--- src/rtl/b64d_pkg.sv ---
// ----------------------------------------------------------------------------
// b64d_pkg
// shared codes, widths and the character lookup of the base64 stream decoder
// ----------------------------------------------------------------------------
package b64d_pkg;

  localparam int unsigned ByteW   = 8;
  localparam int unsigned CountW  = 16;
  localparam int unsigned SextetW = 6;
  localparam int unsigned GroupW  = 3 * SextetW;
  localparam int unsigned WordW   = 4 * SextetW;
  localparam int unsigned AddrW   = 3;
  localparam int unsigned DataW   = 32;

  localparam logic [ByteW-1:0] PadSym = 8'd64;
  localparam logic [ByteW-1:0] BadSym = 8'd255;

  typedef enum logic [2:0] {
    ST_OK       = 3'd0,
    ST_OVERFLOW = 3'd1,
    ST_LENGTH   = 3'd2,
    ST_BADCHAR  = 3'd3,
    ST_SHORT    = 3'd4,
    ST_PADMIS   = 3'd5
  } status_e;

  typedef enum logic {
    OP_CHAR = 1'b0,
    OP_END  = 1'b1
  } op_e;

  typedef enum logic {
    REG_URL_MODE = 1'b0,
    REG_CAPACITY = 1'b1
  } reg_e;

  // sextet value, PadSym for '=' in standard mode, BadSym otherwise
  function automatic logic [ByteW-1:0] sextet_of(input logic [ByteW-1:0] c,
                                                  input logic url);
    logic [ByteW-1:0] v;
    v = BadSym;
    if (c >= 8'h41 && c <= 8'h5a) begin
      v = c - 8'h41;
    end else if (c >= 8'h61 && c <= 8'h7a) begin
      v = c - 8'h61 + 8'd26;
    end else if (c >= 8'h30 && c <= 8'h39) begin
      v = c - 8'h30 + 8'd52;
    end else if (url) begin
      if (c == 8'h2d) v = 8'd62;
      else if (c == 8'h5f) v = 8'd63;
    end else begin
      if (c == 8'h2b) v = 8'd62;
      else if (c == 8'h2f) v = 8'd63;
      else if (c == 8'h3d) v = PadSym;
    end
    return v;
  endfunction

endpackage

--- src/rtl/b64d_if.sv ---
// ----------------------------------------------------------------------------
// b64d stream interfaces
// valid/ready channels for character items and decoded result items
// ----------------------------------------------------------------------------
interface b64d_in_if;
  logic       valid;
  logic       ready;
  logic       op;
  logic [7:0] char_code;

  modport source (output valid, output op, output char_code, input ready);
  modport sink   (input valid, input op, input char_code, output ready);
endinterface

interface b64d_out_if;
  logic        valid;
  logic        ready;
  logic        has_byte;
  logic [7:0]  data_byte;
  logic        last;
  logic [2:0]  status;
  logic [15:0] byte_count;

  modport source (output valid, output has_byte, output data_byte, output last,
                  output status, output byte_count, input ready);
  modport sink   (input valid, input has_byte, input data_byte, input last,
                  input status, input byte_count, output ready);
endinterface

--- src/rtl/base64_stream_decoder.sv ---
// ----------------------------------------------------------------------------
// base64_stream_decoder
// a result is registered and appears in the cycle after its item is accepted
// throughput: one item per cycle while each item gives at most one result and
//   results are taken at once; else the next item waits for the last result to go
// reset: group state, error latch and byte counter cleared, result buffer emptied;
//   url_mode resets to 0, out_capacity to 65535
// ----------------------------------------------------------------------------
module base64_stream_decoder (
  input  logic                         clk_i,
  input  logic                         rst_ni,
  b64d_in_if.sink                      in_i,
  b64d_out_if.source                   out_o,
  input  logic                         psel,
  input  logic                         penable,
  input  logic                         pwrite,
  input  logic [b64d_pkg::AddrW-1:0]   paddr,
  input  logic [b64d_pkg::DataW-1:0]   pwdata,
  output logic [b64d_pkg::DataW-1:0]   prdata,
  output logic                         pready
);
  import b64d_pkg::*;

  // configuration
  logic              url_q;
  logic [CountW-1:0] cap_q;
  logic              cfg_wr;
  reg_e              cfg_sel;

  // decode state
  logic [GroupW-1:0] bits_q, bits_d;
  logic [1:0]        pos_q, pos_d;
  logic              pad_q, pad_d;
  status_e           err_q, err_d;
  logic [CountW-1:0] cnt_q, cnt_d;

  // result buffer
  logic [WordW-1:0]  word_q, word_d;
  logic [1:0]        nb_q, nb_d;
  logic              close_q, close_d;
  status_e           cst_q, cst_d;
  logic [CountW-1:0] ccnt_q, ccnt_d;

  logic              in_fire, out_fire;
  logic [ByteW-1:0]  sym;
  logic [WordW-1:0]  emit_w;
  logic [1:0]        emit_n;
  logic [CountW:0]   cnt_sum;

  assign cfg_sel = reg_e'(paddr[2]);
  assign cfg_wr  = psel & penable & pwrite;
  assign pready  = 1'b1;
  assign prdata  = (cfg_sel == REG_CAPACITY) ? {{(DataW-CountW){1'b0}}, cap_q}
                                             : {{(DataW-1){1'b0}}, url_q};

  always_ff @(posedge clk_i or negedge rst_ni) begin
    if (!rst_ni) begin
      url_q <= 1'b0;
      cap_q <= {CountW{1'b1}};
    end else if (cfg_wr) begin
      case (cfg_sel)
        REG_URL_MODE: url_q <= pwdata[0];
        REG_CAPACITY: cap_q <= pwdata[CountW-1:0];
        default: ;
      endcase
    end
  end

  assign in_fire  = in_i.valid & in_i.ready;
  assign out_fire = out_o.valid & out_o.ready;

  assign out_o.valid      = (nb_q != 2'd0) | close_q;
  assign out_o.has_byte   = (nb_q != 2'd0);
  assign out_o.data_byte  = (nb_q != 2'd0) ? word_q[WordW-1 -: ByteW] : '0;
  assign out_o.last       = (nb_q == 2'd0) & close_q;
  assign out_o.status     = (nb_q != 2'd0) ? ST_OK : cst_q;
  assign out_o.byte_count = (nb_q != 2'd0) ? '0 : ccnt_q;

  assign in_i.ready = ((nb_q == 2'd0) & !close_q) |
                      (out_fire & (((nb_q == 2'd1) & !close_q) |
                                   ((nb_q == 2'd0) & close_q)));

  assign sym = sextet_of(in_i.char_code, url_q);

  always_comb begin
    bits_d  = bits_q;
    pos_d   = pos_q;
    pad_d   = pad_q;
    err_d   = err_q;
    cnt_d   = cnt_q;
    emit_w  = '0;
    emit_n  = 2'd0;
    cnt_sum = '0;
    word_d  = word_q;
    nb_d    = nb_q;
    close_d = close_q;
    cst_d   = cst_q;
    ccnt_d  = ccnt_q;

    if (out_fire) begin
      if (nb_q != 2'd0) begin
        nb_d   = nb_q - 2'd1;
        word_d = {word_q[WordW-ByteW-1:0], {ByteW{1'b0}}};
      end else begin
        close_d = 1'b0;
      end
    end

    if (in_fire) begin
      if (op_e'(in_i.op) == OP_END) begin
        if (err_q == ST_OK) begin
          if (!url_q) begin
            if (pos_q != 2'd0 || pad_q) err_d = ST_LENGTH;
          end else if (pos_q == 2'd1) begin
            err_d = ST_SHORT;
          end else if (pos_q == 2'd2) begin
            emit_w = {bits_q[11:0], 12'b0};
            emit_n = 2'd1;
          end else if (pos_q == 2'd3) begin
            emit_w = {bits_q, {SextetW{1'b0}}};
            emit_n = 2'd2;
          end
        end
      end else if (err_q == ST_OK) begin
        if (pad_q) begin
          if (sym != PadSym) begin
            err_d = ST_PADMIS;
          end else begin
            emit_w = {bits_q[11:0], 12'b0};
            emit_n = 2'd1;
            bits_d = '0;
            pos_d  = 2'd0;
            pad_d  = 1'b0;
          end
        end else if (sym == BadSym) begin
          err_d = ST_BADCHAR;
        end else if (sym == PadSym) begin
          if (pos_q < 2'd2) begin
            err_d = ST_SHORT;
          end else if (pos_q == 2'd2) begin
            pad_d = 1'b1;
            pos_d = 2'd3;
          end else begin
            emit_w = {bits_q, {SextetW{1'b0}}};
            emit_n = 2'd2;
            bits_d = '0;
            pos_d  = 2'd0;
          end
        end else if (pos_q != 2'd3) begin
          bits_d = {bits_q[GroupW-SextetW-1:0], sym[SextetW-1:0]};
          pos_d  = pos_q + 2'd1;
        end else begin
          emit_w = {bits_q, sym[SextetW-1:0]};
          emit_n = 2'd3;
          bits_d = '0;
          pos_d  = 2'd0;
        end
      end

      // capacity check on the group's bytes
      cnt_sum = {1'b0, cnt_q} + {{(CountW-1){1'b0}}, emit_n};
      nb_d    = 2'd0;
      word_d  = emit_w;
      if (emit_n != 2'd0) begin
        if (cnt_sum > {1'b0, cap_q}) begin
          err_d = ST_OVERFLOW;
        end else begin
          nb_d  = emit_n;
          cnt_d = cnt_sum[CountW-1:0];
        end
      end

      close_d = 1'b0;
      if (op_e'(in_i.op) == OP_END) begin
        close_d = 1'b1;
        cst_d   = err_d;
        ccnt_d  = cnt_d;
        bits_d  = '0;
        pos_d   = 2'd0;
        pad_d   = 1'b0;
        err_d   = ST_OK;
        cnt_d   = '0;
      end
    end
  end

  always_ff @(posedge clk_i or negedge rst_ni) begin
    if (!rst_ni) begin
      bits_q  <= '0;
      pos_q   <= 2'd0;
      pad_q   <= 1'b0;
      err_q   <= ST_OK;
      cnt_q   <= '0;
      nb_q    <= 2'd0;
      close_q <= 1'b0;
    end else begin
      bits_q  <= bits_d;
      pos_q   <= pos_d;
      pad_q   <= pad_d;
      err_q   <= err_d;
      cnt_q   <= cnt_d;
      nb_q    <= nb_d;
      close_q <= close_d;
    end
  end

  always_ff @(posedge clk_i) begin
    word_q <= word_d;
    cst_q  <= cst_d;
    ccnt_q <= ccnt_d;
  end

  // an end item always leaves a closing result behind
  a_end_closes: assert property (@(posedge clk_i) disable iff (!rst_ni)
    (in_fire && in_i.op == OP_END) |=> (close_q && out_o.valid))
    else $error("end item gave no closing result");

  // message state is cleared by an end item
  a_end_clears: assert property (@(posedge clk_i) disable iff (!rst_ni)
    (in_fire && in_i.op == OP_END) |=>
      (pos_q == 2'd0 && !pad_q && err_q == ST_OK && cnt_q == '0))
    else $error("message state not cleared after end item");

  // a latched error holds until the end item
  a_err_latched: assert property (@(posedge clk_i) disable iff (!rst_ni)
    (err_q != ST_OK && !(in_fire && in_i.op == OP_END)) |=>
      (err_q == $past(err_q)))
    else $error("latched error changed within a message");

  // a new item is only taken when the buffer drains
  a_no_overrun: assert property (@(posedge clk_i) disable iff (!rst_ni)
    (in_fire && out_o.valid) |-> (out_fire && (nb_q + {1'b0, close_q}) == 2'd1))
    else $error("item accepted over pending results");

endmodule
--- src/flat_wrapper.sv ---
// flat-port wrapper written by rule: the top's interface ports become plain ports
module base64_stream_decoder_flat import b64d_pkg::*;
  (clk_i, rst_ni, psel, penable, pwrite, paddr, pwdata, prdata, pready, in_i_valid, in_i_op, in_i_char_code, in_i_ready, out_o_valid, out_o_has_byte, out_o_data_byte, out_o_last, out_o_status, out_o_byte_count, out_o_ready);
  b64d_in_if in_i_i ();
  b64d_out_if out_o_i ();
  input  logic clk_i;
  input  logic rst_ni;
  input  logic psel;
  input  logic penable;
  input  logic pwrite;
  input  logic [b64d_pkg::AddrW-1:0] paddr;
  input  logic [b64d_pkg::DataW-1:0] pwdata;
  output logic [b64d_pkg::DataW-1:0] prdata;
  output logic pready;
  input wire logic [$bits(in_i_i.valid)-1:0] in_i_valid;
  input wire logic [$bits(in_i_i.op)-1:0] in_i_op;
  input wire logic [$bits(in_i_i.char_code)-1:0] in_i_char_code;
  output wire logic [$bits(in_i_i.ready)-1:0] in_i_ready;
  output wire logic [$bits(out_o_i.valid)-1:0] out_o_valid;
  output wire logic [$bits(out_o_i.has_byte)-1:0] out_o_has_byte;
  output wire logic [$bits(out_o_i.data_byte)-1:0] out_o_data_byte;
  output wire logic [$bits(out_o_i.last)-1:0] out_o_last;
  output wire logic [$bits(out_o_i.status)-1:0] out_o_status;
  output wire logic [$bits(out_o_i.byte_count)-1:0] out_o_byte_count;
  input wire logic [$bits(out_o_i.ready)-1:0] out_o_ready;
  assign in_i_i.valid = in_i_valid;
  assign in_i_i.op = in_i_op;
  assign in_i_i.char_code = in_i_char_code;
  assign in_i_ready = in_i_i.ready;
  assign out_o_valid = out_o_i.valid;
  assign out_o_has_byte = out_o_i.has_byte;
  assign out_o_data_byte = out_o_i.data_byte;
  assign out_o_last = out_o_i.last;
  assign out_o_status = out_o_i.status;
  assign out_o_byte_count = out_o_i.byte_count;
  assign out_o_i.ready = out_o_ready;
  base64_stream_decoder u_core (.clk_i(clk_i), .rst_ni(rst_ni), .in_i(in_i_i), .out_o(out_o_i), .psel(psel), .penable(penable), .pwrite(pwrite), .paddr(paddr), .pwdata(pwdata), .prdata(prdata), .pready(pready));
endmodule
--- config.mk ---
export PLATFORM = sky130hd
export DESIGN_NAME = base64_stream_decoder_flat
export DESIGN_NICKNAME = d
export VERILOG_FILES = /design/src/rtl/b64d_pkg.sv /design/src/rtl/b64d_if.sv /design/src/rtl/base64_stream_decoder.sv /design/src/flat_wrapper.sv
export SDC_FILE = /design/constraint.sdc
export NUM_CORES = 1
export LEC_CHECK = 0
export BUFFER_PORTS_ARGS = -buffer_cell sky130_fd_sc_hd__buf_4
export CAP_MARGIN = 20
export CORE_MARGIN = 5
export CORE_UTILIZATION = 35
export CTS_CLUSTER_DIAMETER = 50
export DETAILED_ROUTE_END_ITERATION = 8
export GPL_TIMING_DRIVEN = 0
export PLACE_DENSITY = 0.6
export SETUP_SLACK_MARGIN = 0.3
export SLEW_MARGIN = 20
export SYNTH_ARGS = -nofsm -noshare
export SYNTH_HDL_FRONTEND = slang
export SYNTH_SLANG_ARGS = --single-unit
--- constraint.sdc ---
create_clock -name clk_i -period 13.2 [get_ports clk_i]
set_clock_uncertainty 0.05 [all_clocks]
set_input_delay 3.96 -clock clk_i [delete_from_list [all_inputs] [get_ports clk_i]]
set_output_delay 3.96 -clock clk_i [all_outputs]
set_load 0.01 [all_outputs]
[Word level (Yosys, flattened, before mapping)]
Index checks and enable logic that the tools add are counted.
Cells by class
  add/sub/neg operators: 8
  magnitude comparators: 8
  equality and inequality tests: 18
  multiplexer cells: 97
  bitwise gates (word level): 12
  reduce and logical (&&, ||, !) cells: 21
Operators by type and width (count)
  two-way mux 24 bit: 17
  two-way mux 18 bit: 9
  two-way mux 16 bit: 5
  two-way mux 8 bit: 10
  two-way mux 2 bit: 28
  two-way mux 3 bit: 15
  == test 8 x 6 -> 1 bit (second input constant): 4
  adder 16 x 2 -> 17 bit: 1
  greater-than comparator 17 x 16 -> 1 bit: 1
  == test 8 x 7 -> 1 bit (second input constant): 2
  >= comparator 8 x 7 -> 1 bit (second input constant): 2
  <= comparator 8 x 7 -> 1 bit (second input constant): 2
  subtractor 8 x 7 -> 8 bit (second input constant): 2
  two-way mux 1 bit: 13
  AND reduction 2 bit: 6
  nonzero test 2 bit: 6
  adder 8 x 5 -> 8 bit (second input constant): 1
  adder 8 x 6 -> 8 bit (second input constant): 1
  bitwise AND 1 bit: 8
  == test 8 bit (second input constant): 1
  >= comparator 8 x 6 -> 1 bit (second input constant): 1
  <= comparator 8 x 6 -> 1 bit (second input constant): 1
  != test 4 x 3 -> 1 bit (second input constant): 2
  != test 8 x 7 -> 1 bit (second input constant): 1
  other kinds (19): 25
Word-level totals
  bits in registers: 103
  bits of input ports: 51
  logic and storage cells: 176

[Longest topological paths before layout]
Gate-level depths: netlist of run 1.
  depth after elaboration: 20
  gate-level depth with buffers: 31
  gate-level depth less buffers: 29

[Worst setup path before layout of run 1]
No wires, ideal clock.
  kind: input-to-reg
  from: input port in_i_char_code[1]
  to: register u_core.ccnt_q[0], data pin
  setup time: 0.260 ns
  arrival: 9.991 ns
  data required time: 12.890 ns
  setup slack: 2.899 ns
  stages: 29
  cell sequence: inv_1 > ha_1 > or3_1 > o21ai_0 > nor2_1 > o2111a_1 > o311a_1 > and4_4 > nand4bb_4 > a21boi_0 > ha_1 > inv_1 > fa_1 > and3b_1 > and3_1 > and3_1 > and3_1 > and3_1 > and3_1 > xor2_1 > ha_1 > nor3_1 > nand2_1 > o221ai_1 > a21oi_1 > a31o_2 > a211oi_4 > buf_6 > mux2_2
Between the ends
  word-level cells in the longest chain between the ends: 19
  elaborated cells between the ends (all ways): 43
  those cells by class: add/sub: 6; order compare: 7; eq/ne: 8; mux: 18; reduce/logical: 4
Ends and longest elaborated chain
  start: declaration: RTL line flat_wrapper.sv:17  | input wire logic [$bits(in_i_i.char_code)-1:0] in_i_char_code;
  branches (longest 7 deep; another with subtractor 8 x 6 -> 8 bit)
  two-way mux 8 bit (*): RTL line b64d_pkg.sv:42  | if (c >= 8'h41 && c <= 8'h5a) begin
  == test 8 x 7 -> 1 bit: RTL line base64_stream_decoder.sv:137  | end else if (sym == PadSym) begin
  two-way mux 2 bit: RTL line base64_stream_decoder.sv:137
  two-way mux 2 bit: RTL line base64_stream_decoder.sv:135  | end else if (sym == BadSym) begin
  two-way mux 2 bit (*): RTL line base64_stream_decoder.sv:125  | if (pad_q) begin
  two-way mux 2 bit (*): RTL line base64_stream_decoder.sv:124  | end else if (err_q == ST_OK) begin
  two-way mux 2 bit (*): RTL line base64_stream_decoder.sv:110  | if (op_e'(in_i.op) == OP_END) begin
  two-way mux 2 bit (*): RTL line base64_stream_decoder.sv:109  | if (in_fire) begin
  adder 16 x 2 -> 17 bit: RTL line base64_stream_decoder.sv:161  | cnt_sum = {1'b0, cnt_q} + {{(CountW-1){1'b0}}, emit_n};
  greater-than comparator 17 x 16 -> 1 bit: RTL line base64_stream_decoder.sv:165  | if (cnt_sum > {1'b0, cap_q}) begin
  two-way mux 16 bit: RTL line base64_stream_decoder.sv:165
  two-way mux 16 bit (*): RTL line base64_stream_decoder.sv:164  | if (emit_n != 2'd0) begin
  end signal: assignment: RTL line base64_stream_decoder.sv:210  | ccnt_q <= ccnt_d;
  end: declaration: RTL line base64_stream_decoder.sv:42  | logic [CountW-1:0] ccnt_q, ccnt_d;
Every way passes the cells marked *. The select of a mux whose other input is x is not followed.
A chain may end at the register's enable or synchronous reset.

[Worst setup path in the final report of run 1]
Same ends and word-level chain as after synthesis.

==> results of run 1 <==
==> cells by family after synthesis <==
logic type,count (synthesis),synth area share
AND/OR/NAND/NOR,249,0.198
AO/OA/AOI/OAI,161,0.180
buffers and inverters,105,0.0708
flip-flops,103,0.405
adder cells (fa/ha/maj),36,0.0660
XOR/XNOR,33,0.0416
multiplexers,23,0.0371
other,2,0.00108
==> how the worst min path moves through the flow <==
stage / startpoint / endpoint / slack, ps / cells after the start
global route: u_core.close_q / u_core.close_q / 480 / 2
finish: u_core.close_q / u_core.close_q / 430 / 2
detailed placement: u_core.close_q / u_core.close_q / 420 / 2
floorplan: u_core.close_q / u_core.close_q / 400 / 2
CTS: u_core.close_q / u_core.close_q / 440 / 2
global placement: u_core.nb_q[1] / u_core.nb_q[1] / 420 / 2
==> state kept, by name, indices dropped and copies added, names as in the netlist <==
name            count
u_core.word_q      24
u_core.bits_q      18
u_core.cap_q       16
u_core.ccnt_q      16
u_core.cnt_q       16
u_core.cst_q        3
u_core.err_q        3
u_core.nb_q         2
u_core.pos_q        2
u_core.close_q      1
u_core.pad_q        1
u_core.url_q        1
==> synthesized netlist by cell type, types with 4 or more instances <==
master      n
a21o_1      5
a21oi_1    21
a221o_1    13
a22o_1     18
a22oi_1    24
a32o_1      4
and2_1     40
and3_1     23
buf_4      17
buf_6       4
clkbuf_1   37
dfrtp_1    44
dfstp_2    16
edfxtp_1   43
ha_1       35
inv_1      42
mux2_2     19
nand2_1    57
nand2b_1    5
nand3_1     8
nand4_1    10
nor2_1     30
nor2b_1    27
nor3_1     21
nor3b_1     4
nor4_1      4
o21ai_0    22
o221ai_1   14
o22ai_1     5
o2bb2ai_1   6
xnor2_1    21
xor2_1     12
==> layout make-up <==
type                            count  area (um^2)  share of cell area
Multi-Input combinational cell    519         3690               0.451
Tap cell                          265          332              0.0404
Clock buffer                       10          239              0.0292
Buffer                             63          334              0.0408
Inverter                           42          158              0.0192
Clock inverter                      6         43.8             0.00534
Timing Repair Buffer               78          586              0.0714
Sequential cell                   103         2810               0.343
==> routing by layer <==
metal	vias to the layer above	GRT usage	part of all wire
met5	-	0	0
met4	0	0.0467	0.014
met3	16	0.0230	0.059
met2	179	0.229	0.43
met1	2657	0.227	0.50
li1	2763	-	-
==> report_power, final <==
group / leakage (nW) / switching, mW / internal, mW
Combinational: 2.29 / 0.303 / 0.208
Clock: 0.141 / 0.122 / 0.134
Sequential: 1.19 / 0.0460 / 0.438
==> through the flow <==
step | worst slack, ps | hold WS (ps)
after global routing | 1360 | 483
after CTS | 1960 | 437
after global placement | 1630 | 417
after floorplan | 2900 | 395
after detailed placement | 1680 | 420
final | 1940 | 434
==> critical path, delay by kind of cell <==
kind | cells | cell delay, ps
xor gates and xnor gates | 1 | 100
and+or+nand+nor | 12 | 2840
buffers and inverters | 4 | 480
adders and majority gates | 4 | 1220
AOI/OAI and AO/OA | 8 | 2380
muxes | 1 | 330
==> results.md, run 1 <==
- Commonest non-fill, non-tap cell in the layout: buf_4
- Flop2flop setup slack: 5980 ps
- Area of placed instances: 7920 um^2
- DR pass1 iterations: 5
- WP data arrival: 11330 ps
- Clk pin slew, worst setup/hold paths: 70 ps
- Die Area: 22700 um^2
- Total Power: 1.25 mW
- Commonest cells after routing, fill and taps aside: 95 x buf_4, 57 x nand2_1, 44 x dfrtp_1
- Detail Placement HPWL: 12.9 mm
- Die height: 151 um
- Synthesized flop and latch total: 103
- Root buffer cell: clkbuf_16
- WP data required: 13260 ps
- Worst r2r src: u_core.url_q
- Routed WL: 17.3 mm
- PortBufs: 78
- WL/cell: 15.9 um
- Area leader, netlist: edfxtp_1
- R2R cell count: 26
- Leak pwr: 3.62 nW
- CTS max path bufs: 2
- Crit path largest cell delay: 570 ps
- Die X: 151 um
- Crit start category: input pin
- WS Path Type: in -> reg
- Outcome: complete, no violations
- Non-filler cells, final: 1086
- Fill cell count: 1994
- I/O pin count: 115
- Total track usage: 0.153
- Main area contributors after synthesis: edfxtp_1 19%, dfrtp_1 16%, ha_1 6.3%, dfstp_2 6.1%, and2_1 3.6%
- Period utilization: 0.853
- Final min period: 11260 ps
- CTS buffer count: 9
- Max-slew headroom: 0.348
- Core Util, Final: 0.420
- Crit-path max FO: 10
- Setup Buffers After CTS: 0
- Synth top area share: 0.186
- Final setup viols: 0
- Yosys warning count: 0
- Fmax: 0.0888 GHz
- Critical Path Sink: u_core.ccnt_q[0]
- Worst Tran Pin Value: 976 ps
- Final net count: 903
- Power Density: 153 nW/um^2
- Final Slew Violations: 0
- CTS resizes: 0
- RSZ-0062 raised after global routing: no
- CTS tree: done
- Clock latency on the worst-skew pair: 360 ps
- DRC errors left: 0
- H-tree depth: 3
- Synthesized instance count: 712
- Mapped cell area: 6940 um^2
- Synth async-reset ratio: 0.583
- Antenna diode count: 0
- First-pass GRT wire length: 27.8 mm
- Site Rows: 51
- Area grow syn2layout: 18.1%
- Layout cells sized above 1: 0.202
- Global route total overflow: 0
- Hold Violations, Final: 0
- Worst min path class: reg -> reg
- Main synth FF type: dfrtp_1
- Synthesized area per cell: 9.75 um^2
- Setup TNS: 0 ps
- Core area: 19500 um^2
- Largest net degree at the start of global routing: 61
- FF-to-FF End: u_core.ccnt_q[0]
- DP Cell Count: 1070
- Vias in the first global route: 5325
- EDFF count, synth: 43
- Initial DRC Count: 380
- Peak VDD IR: 0.0731 mV
- CP most frequent cell: and3_1
- DR vias: 5615
- Clock sinks: 103
- Design Area, Final: 8200 um^2
- CP max stage cell: a21boi_0
- Worst Setup SP: in_i_char_code[1]
- Hold buffer count at CTS: 0
- GP Congestion: 0.905
- Initial antenna violation count: 0
- Maxcap violations: 0
- Initial Util: 0.356
- CP Capture Type: flop
- DR vias/cell: 5.17
- Seq/Total Area, Yosys: 0.405
- Netlist cell types: 73
- Post-route ant nets: 0
Power figures use the tool's default switching activity.
==> run 2: changes to the inputs <==
--- a/config.mk
+++ b/config.mk
@@ -9,6 +9,7 @@
 export CAP_MARGIN = 20
 export CORE_MARGIN = 5
 export CORE_UTILIZATION = 35
+export CTS_BUF_LIST = sky130_fd_sc_hd__clkbuf_8
 export CTS_CLUSTER_DIAMETER = 50
 export DETAILED_ROUTE_END_ITERATION = 8
 export GPL_TIMING_DRIVEN = 0
==> run 2 against run 1 <==
Count of clock-buffer cells in the layout is the same. Routed wire length shrank 0.41%. Utilization shrank 0.52 points. Critical path type unchanged. Hold slack gained 6.8 ps. Via count grew 0.12%. Global-route usage shrank 0.070 points. Power shrank 5.3%. Combinational power is essentially flat. Sequential cell count is the same. First-iteration DRC count shrank 4.5%.
==> results.md, run 2 (same netlist as run 1, synthesis figures left out) <==
- DR pass1 iterations: 5
- Leak pwr: 3.57 nW
- Core area: 19500 um^2
- Layout cells sized above 1: 0.202
- Peak VDD IR: 0.0543 mV
- Hold Crit Endpoint: u_core.close_q
- Fill cell count: 2014
- DR vias/cell: 5.18
- Flop2flop setup slack: 6000 ps
- Max reg flops: 24
- Crit-path max FO: 10
- Post-route ant nets: 0
- Period utilization: 0.849
- Area of placed instances: 7920 um^2
- Hold Violations, Final: 0
- Design Area, Final: 8100 um^2
- Total Power: 1.18 mW
- DRC errors left: 0
- CP max stage cell: a21boi_0
- CTS resizes: 0
- Total track usage: 0.152
- Worst min path class: reg -> reg
- Area grow syn2layout: 16.6%
- Die Area: 22700 um^2
- I/O pin count: 115
- Regs by FF count: u_core.word_q: 24 flops, u_core.bits_q: 18 flops
- Worst Tran Pin Value: 958 ps
- Setup Buffers After CTS: 0
- Min-delay src: u_core.close_q
- FF-to-FF End: u_core.ccnt_q[0]
- R2R cell count: 25
- Clk pin slew, worst setup/hold paths: 100 ps
- Outcome: complete, no violations
- Final net count: 903
- Max-slew headroom: 0.360
- Setup TNS: 0 ps
- Non-filler cells, final: 1086
- Die X: 151 um
- Clock sinks: 103
- Initial DRC Count: 363
- WS Path Type: in -> reg
- Power Density: 146 nW/um^2
- Global route total overflow: 0
- Commonest cells after routing, fill and taps aside: 95 x buf_4, 57 x nand2_1, 44 x dfrtp_1
- CP Capture Type: flop
- Commonest non-fill, non-tap cell in the layout: buf_4
- CTS tree: done
- Routed WL: 17.2 mm
- First-pass GRT wire length: 27.7 mm
- GP Congestion: 0.905
- Clock latency on the worst-skew pair: 400 ps
- Crit start category: input pin
- Vias in the first global route: 5323
- CTS max path bufs: 2
- Hold buffer count at CTS: 0
- Final min period: 11200 ps
- Crit path largest cell delay: 580 ps
- WL/cell: 15.8 um
- WP data arrival: 11310 ps
- DR vias: 5622
- Worst r2r src: u_core.url_q
- Antenna diode count: 0
- CTS buffer count: 9
- Root buffer cell: clkbuf_8
- Maxcap violations: 0
- RSZ-0062 raised after global routing: no
- Detail Placement HPWL: 12.9 mm
- DP Cell Count: 1070
- PortBufs: 78
- Fmax: 0.0893 GHz
- Site Rows: 51
- CP most frequent cell: and3_1
- Die height: 151 um
- Largest net degree at the start of global routing: 61
- H-tree depth: 3
- Biggest register: u_core.word_q
- Initial Util: 0.356
- Final Slew Violations: 0
- Initial antenna violation count: 0
- Final setup viols: 0
- Hold path depth: 2
- WP data required: 13310 ps
-- run 2: cell counts in the layout (fill, tap and decap cells not counted) --
No cell type changed its count.
-- run 2: metrics by stage --
stage | util | setup WS [ps] | hold WS, ps
after CTS | 0.415 | 2060 | 444
after floorplan | - | 2900 | 395
final | 0.415 | 2000 | 441
after detailed placement | 0.405 | 1680 | 420
after global placement | 0.405 | 1630 | 417
after global routing | 0.415 | 1490 | 491
-- run 2: metal layers --
metal	part of all wire	track usage
met1	0.50	0.226
met2	0.43	0.228
met3	0.062	0.0257
met4	0.013	0.0426
met5	0	0
-- run 2: worst max path at each step --
| stage | cells after the start | end | from | slack, ps |
|---|---|---|---|---|
| finish | 29 | u_core.ccnt_q[0] | in_i_char_code[1] | 2000 |
| global route | 30 | u_core.cnt_q[12] | in_i_char_code[1] | 1490 |
| CTS | 29 | u_core.ccnt_q[0] | in_i_char_code[1] | 2060 |
| detailed placement | 29 | u_core.ccnt_q[0] | in_i_char_code[1] | 1680 |
| global placement | 29 | u_core.ccnt_q[0] | in_i_char_code[1] | 1630 |
| floorplan | 29 | u_core.ccnt_q[0] | in_i_char_code[1] | 2900 |
-- run 2: cell type report --
class	instances	area [um^2]	share of cell area
well taps	265	332	0.0410
repair buffers	78	586	0.0723
inverters	42	158	0.0195
plain buffers	63	334	0.0413
clock inverters	6	43.8	0.00541
multi-input cells	519	3690	0.456
clock buffers	10	138	0.0170
flip-flops and latches	103	2810	0.347
-- run 2: report_power, final --
part	leakage, nW	internal [mW]	switching, mW
clock	0.0947	0.0748	0.116
combinational	2.29	0.208	0.303
sequential	1.19	0.437	0.0462
total	3.57	0.720	0.465
-- run 2: critical path, delay by kind of cell --
| kind | cells | cell delay, ps |
|---|---|---|
| buffers and inverters | 4 | 480 |
| AO/OA/AOI/OAI | 9 | 2500 |
| adder cells (fa/ha/maj) | 4 | 1260 |
| XOR/XNOR | 1 | 190 |
| AND/OR/NAND/NOR | 10 | 2550 |
| multiplexers | 1 | 330 |
==> run 3: changes to the inputs <==
--- a/config.mk
+++ b/config.mk
@@ -5,6 +5,7 @@
 export SDC_FILE = /design/constraint.sdc
 export NUM_CORES = 1
 export LEC_CHECK = 0
+export ABC_AREA = 1
 export BUFFER_PORTS_ARGS = -buffer_cell sky130_fd_sc_hd__buf_4
 export CAP_MARGIN = 20
 export CORE_MARGIN = 5
@@ -13,7 +14,7 @@
 export CTS_CLUSTER_DIAMETER = 50
 export DETAILED_ROUTE_END_ITERATION = 8
 export GPL_TIMING_DRIVEN = 0
-export PLACE_DENSITY = 0.6
+export PLACE_DENSITY = 0.61
 export SETUP_SLACK_MARGIN = 0.3
 export SLEW_MARGIN = 20
 export SYNTH_ARGS = -nofsm -noshare
==> constraint.sdc (replaced) <==
create_clock -name clk_i -period 9.4 [get_ports clk_i]
set_clock_uncertainty 0.05 [all_clocks]
set_input_delay 2.82 -clock clk_i [delete_from_list [all_inputs] [get_ports clk_i]]
set_output_delay 2.82 -clock clk_i [all_outputs]
set_load 0.01 [all_outputs]
==> run 3 against run 2 <==
Sequential cell count unchanged. Highest routed layer unchanged. Synthesized cell count up 47%. Count of clock-buffer cells in the layout is 1 lower. Hold slack improved by 4.8 ps. Critical path depth grew 14. Via count rose by 20%. Die area grew 9.3%. Worst setup slack worse by 1100 ps. Clock power is 54% higher. Sequential share of layout area decreased by 3.1 points. Global-route usage increased by 0.86 points.
==> results.md, run 3 <==
- WP data arrival: 8620 ps
- Psw: 700 uW
- Regs by FF count: u_core.word_q: 24 flops, u_core.bits_q: 18 flops
- Area of placed instances: 8670 um^2
- DRC errors left: 0
- Final setup viols: 0
- Mapped cell area: 7640 um^2
- Switching share of power: 0.408
- Synthesized flop and latch total: 103
- CP most frequent cell: nand3_1
- Antenna diode count: 0
- Total track usage: 0.161
- CP Capture Type: flop
- Area grow syn2layout: 16.3%
- Site Rows: 54
- Final net count: 1240
- Layout cells sized above 1: 0.203
- Initial DRC Count: 466
- Hold path depth: 2
- Netlist cell types: 50
- Largest net degree at the start of global routing: 61
- Portion of total power attributed to sequential cells: 0.401
- DR pass1 iterations: 5
- WP data required: 9510 ps
- Synthesized instance count: 1048
- Period utilization: 0.905
- Hold Violations, Final: 0
- Commonest cells after routing, fill and taps aside: 273 x nand2_1, 145 x inv_1, 98 x buf_4
- CTS tree: done
- Crit-path max FO: 10
- Biggest register: u_core.word_q
- Synthesized area per cell: 7.29 um^2
- Setup TNS: 0 ps
- Final Slew Violations: 0
- Detail Placement HPWL: 15.3 mm
- Root buffer cell: clkbuf_8
- Maxcap violations: 0
- Initial antenna violation count: 0
- Most instantiated cells after synthesis: 274 x nand2_1, 144 x inv_1, 82 x nor2_1
- H-tree depth: 3
- Min-delay src: u_core.bits_q[12]
- Synth top area share: 0.169
- Leak pwr: 4.52 nW
- Clock sinks: 103
- I/O pin count: 115
- DR vias: 6773
- GP Congestion: 0.866
- Crit path largest cell delay: 400 ps
- Post-route ant nets: 0
- FF-to-FF End: u_core.ccnt_q[10]
- Crit start category: input pin
- Synth async-reset ratio: 0.583
- Fmax: 0.118 GHz
- Final min period: 8510 ps
- Outcome: complete, no violations
- Area leader, netlist: edfxtp_1
- Gate power share: 0.428
- Clk pin slew, worst setup/hold paths: 100 ps
- Die X: 158 um
- Die height: 158 um
- Clock Power Share: 0.171
- Total Power: 1.72 mW
- CTS max path bufs: 2
- Die Area: 24900 um^2
- Vias in the first global route: 6275
- EDFF count, synth: 43
- Flop2flop setup slack: 3470 ps
- Hold Crit Endpoint: u_core.bits_q[12]
- Worst min path class: reg -> reg
- Worst r2r src: u_core.url_q
- CTS buffer count: 9
- First-pass GRT wire length: 32.6 mm
- Max-slew headroom: 0.356
- Design Area, Final: 8890 um^2
- Power Density: 193 nW/um^2
- PortBufs: 76
- Clock latency on the worst-skew pair: 400 ps
- R2R cell count: 39
- RSZ-0062 raised after global routing: no
- DR vias/cell: 4.71
- Yosys warning count: 0
- Global route total overflow: 0
- Max reg flops: 24
- Internal Dissipation: 1.02 mW
- WL/cell: 13.8 um
- Commonest non-fill, non-tap cell in the layout: nand2_1
- Main synth FF type: dfrtp_1
- Most used standard cell by instance count after synthesis: nand2_1
- Seq/Total Area, Yosys: 0.368
- CP max stage cell: fa_1
- Worst Setup SP: in_i_char_code[2]
- Core area: 21700 um^2
- WS Path Type: in -> reg
- Main area contributors after synthesis: edfxtp_1 17%, dfrtp_1 14%, nand2_1 13%, inv_1 7.1%, ha_1 5.7%
- Worst Tran Pin Value: 957 ps
- Routed WL: 19.9 mm
- Peak VDD IR: 0.0718 mV
- Initial Util: 0.352
==> run 3: cell types whose count changed after synthesis, moves of 21 or more <==
| cell | before | now |
|---|---|---|
| o21ai_1 | 1 | 29 |
| and2_1 | 40 | 0 |
| nor2_1 | 30 | 82 |
| nand3_1 | 8 | 55 |
| and3_1 | 23 | 2 |
| nand2_1 | 57 | 274 |
| nor2b_1 | 27 | 0 |
| o21ai_0 | 22 | 44 |
| nand2_2 | 0 | 28 |
| inv_1 | 42 | 144 |
| a22oi_1 | 24 | 1 |
==> run 3: worst max-delay path by stage <==
stage / endpoint / cells past startpoint / slack (ps)
2_1_floorplan: u_core.ccnt_q[10] / 42 / 1490
3_3_place_gp: u_core.ccnt_q[10] / 43 / 280
3_5_place_dp: u_core.ccnt_q[10] / 43 / 290
4_1_cts: u_core.ccnt_q[10] / 43 / 720
5_1_grt: u_core.cnt_q[15] / 46 / 320
6_report: u_core.ccnt_q[10] / 43 / 890
==> run 3: kinds of logic (layout without fill, tap and decap cells) <==
logic type | Yosys count | after routing | share of synthesized area
and+or+nand+nor | 521 | 521 | 0.312
buffers and inverters | 213 | 308 | 0.119
AOI/OAI and AO/OA | 156 | 156 | 0.120
DFF | 103 | 103 | 0.368
adders and majority gates | 36 | 36 | 0.0600
xor gates and xnor gates | 17 | 17 | 0.0195
other | 2 | 17 | 0.000983
==> run 3: final cells by class <==
class	count	area (um^2)
Timing Repair Buffer	78	609
Buffer	58	330
Timing Repair inverter	1	7.51
Fill cell	2284	12800
Clock inverter	7	72.6
Sequential cell	103	2810
Tap cell	280	350
Inverter	155	586
Clock buffer	9	124
Multi-Input combinational cell	747	3990
==> run 3: critical path, delay by kind of cell <==
kind,cells,cell delay (ps)
adders and majority gates,4,1120
and+or+nand+nor,25,2790
AOI/OAI and AO/OA,2,380
xor gates and xnor gates,1,160
buffers and inverters,11,1290
==> run 3: power groups by stage <==
stage                     registers [mW]  clock network, mW  logic (mW)
after floorplan                    0.665                  0       0.493
after global placement             0.695                  0       0.720
after detailed placement           0.694                  0       0.739
after CTS                          0.685              0.300       0.741
after global routing               0.701              0.322       0.825
final                              0.687              0.294       0.735
==> run 3: metal layers <==
| layer | up-vias | share of wire | track usage |
|---|---|---|---|
| li1 | 3536 | - | - |
| met1 | 3070 | 0.51 | 0.236 |
| met2 | 148 | 0.44 | 0.250 |
| met3 | 19 | 0.044 | 0.0243 |
| met4 | 0 | 0.012 | 0.0373 |
| met5 | - | 0 | 0 |
==> run 3: metrics by stage <==
step	setup WS, ps	instances	hold slack, ps	util
final	895	1438	445	0.410
after global routing	317	1438	479	0.410
after CTS	724	1437	453	0.409
after detailed placement	291	1421	429	0.400
after global placement	276	1419	423	0.397
after floorplan	1490	1063	409	-
==> run 3: timing repair <==
item                       CTS  global route
hold buffers                 0             0
setup buffers                0             0
resized for setup            0             8
setup endpoints to repair    0            38
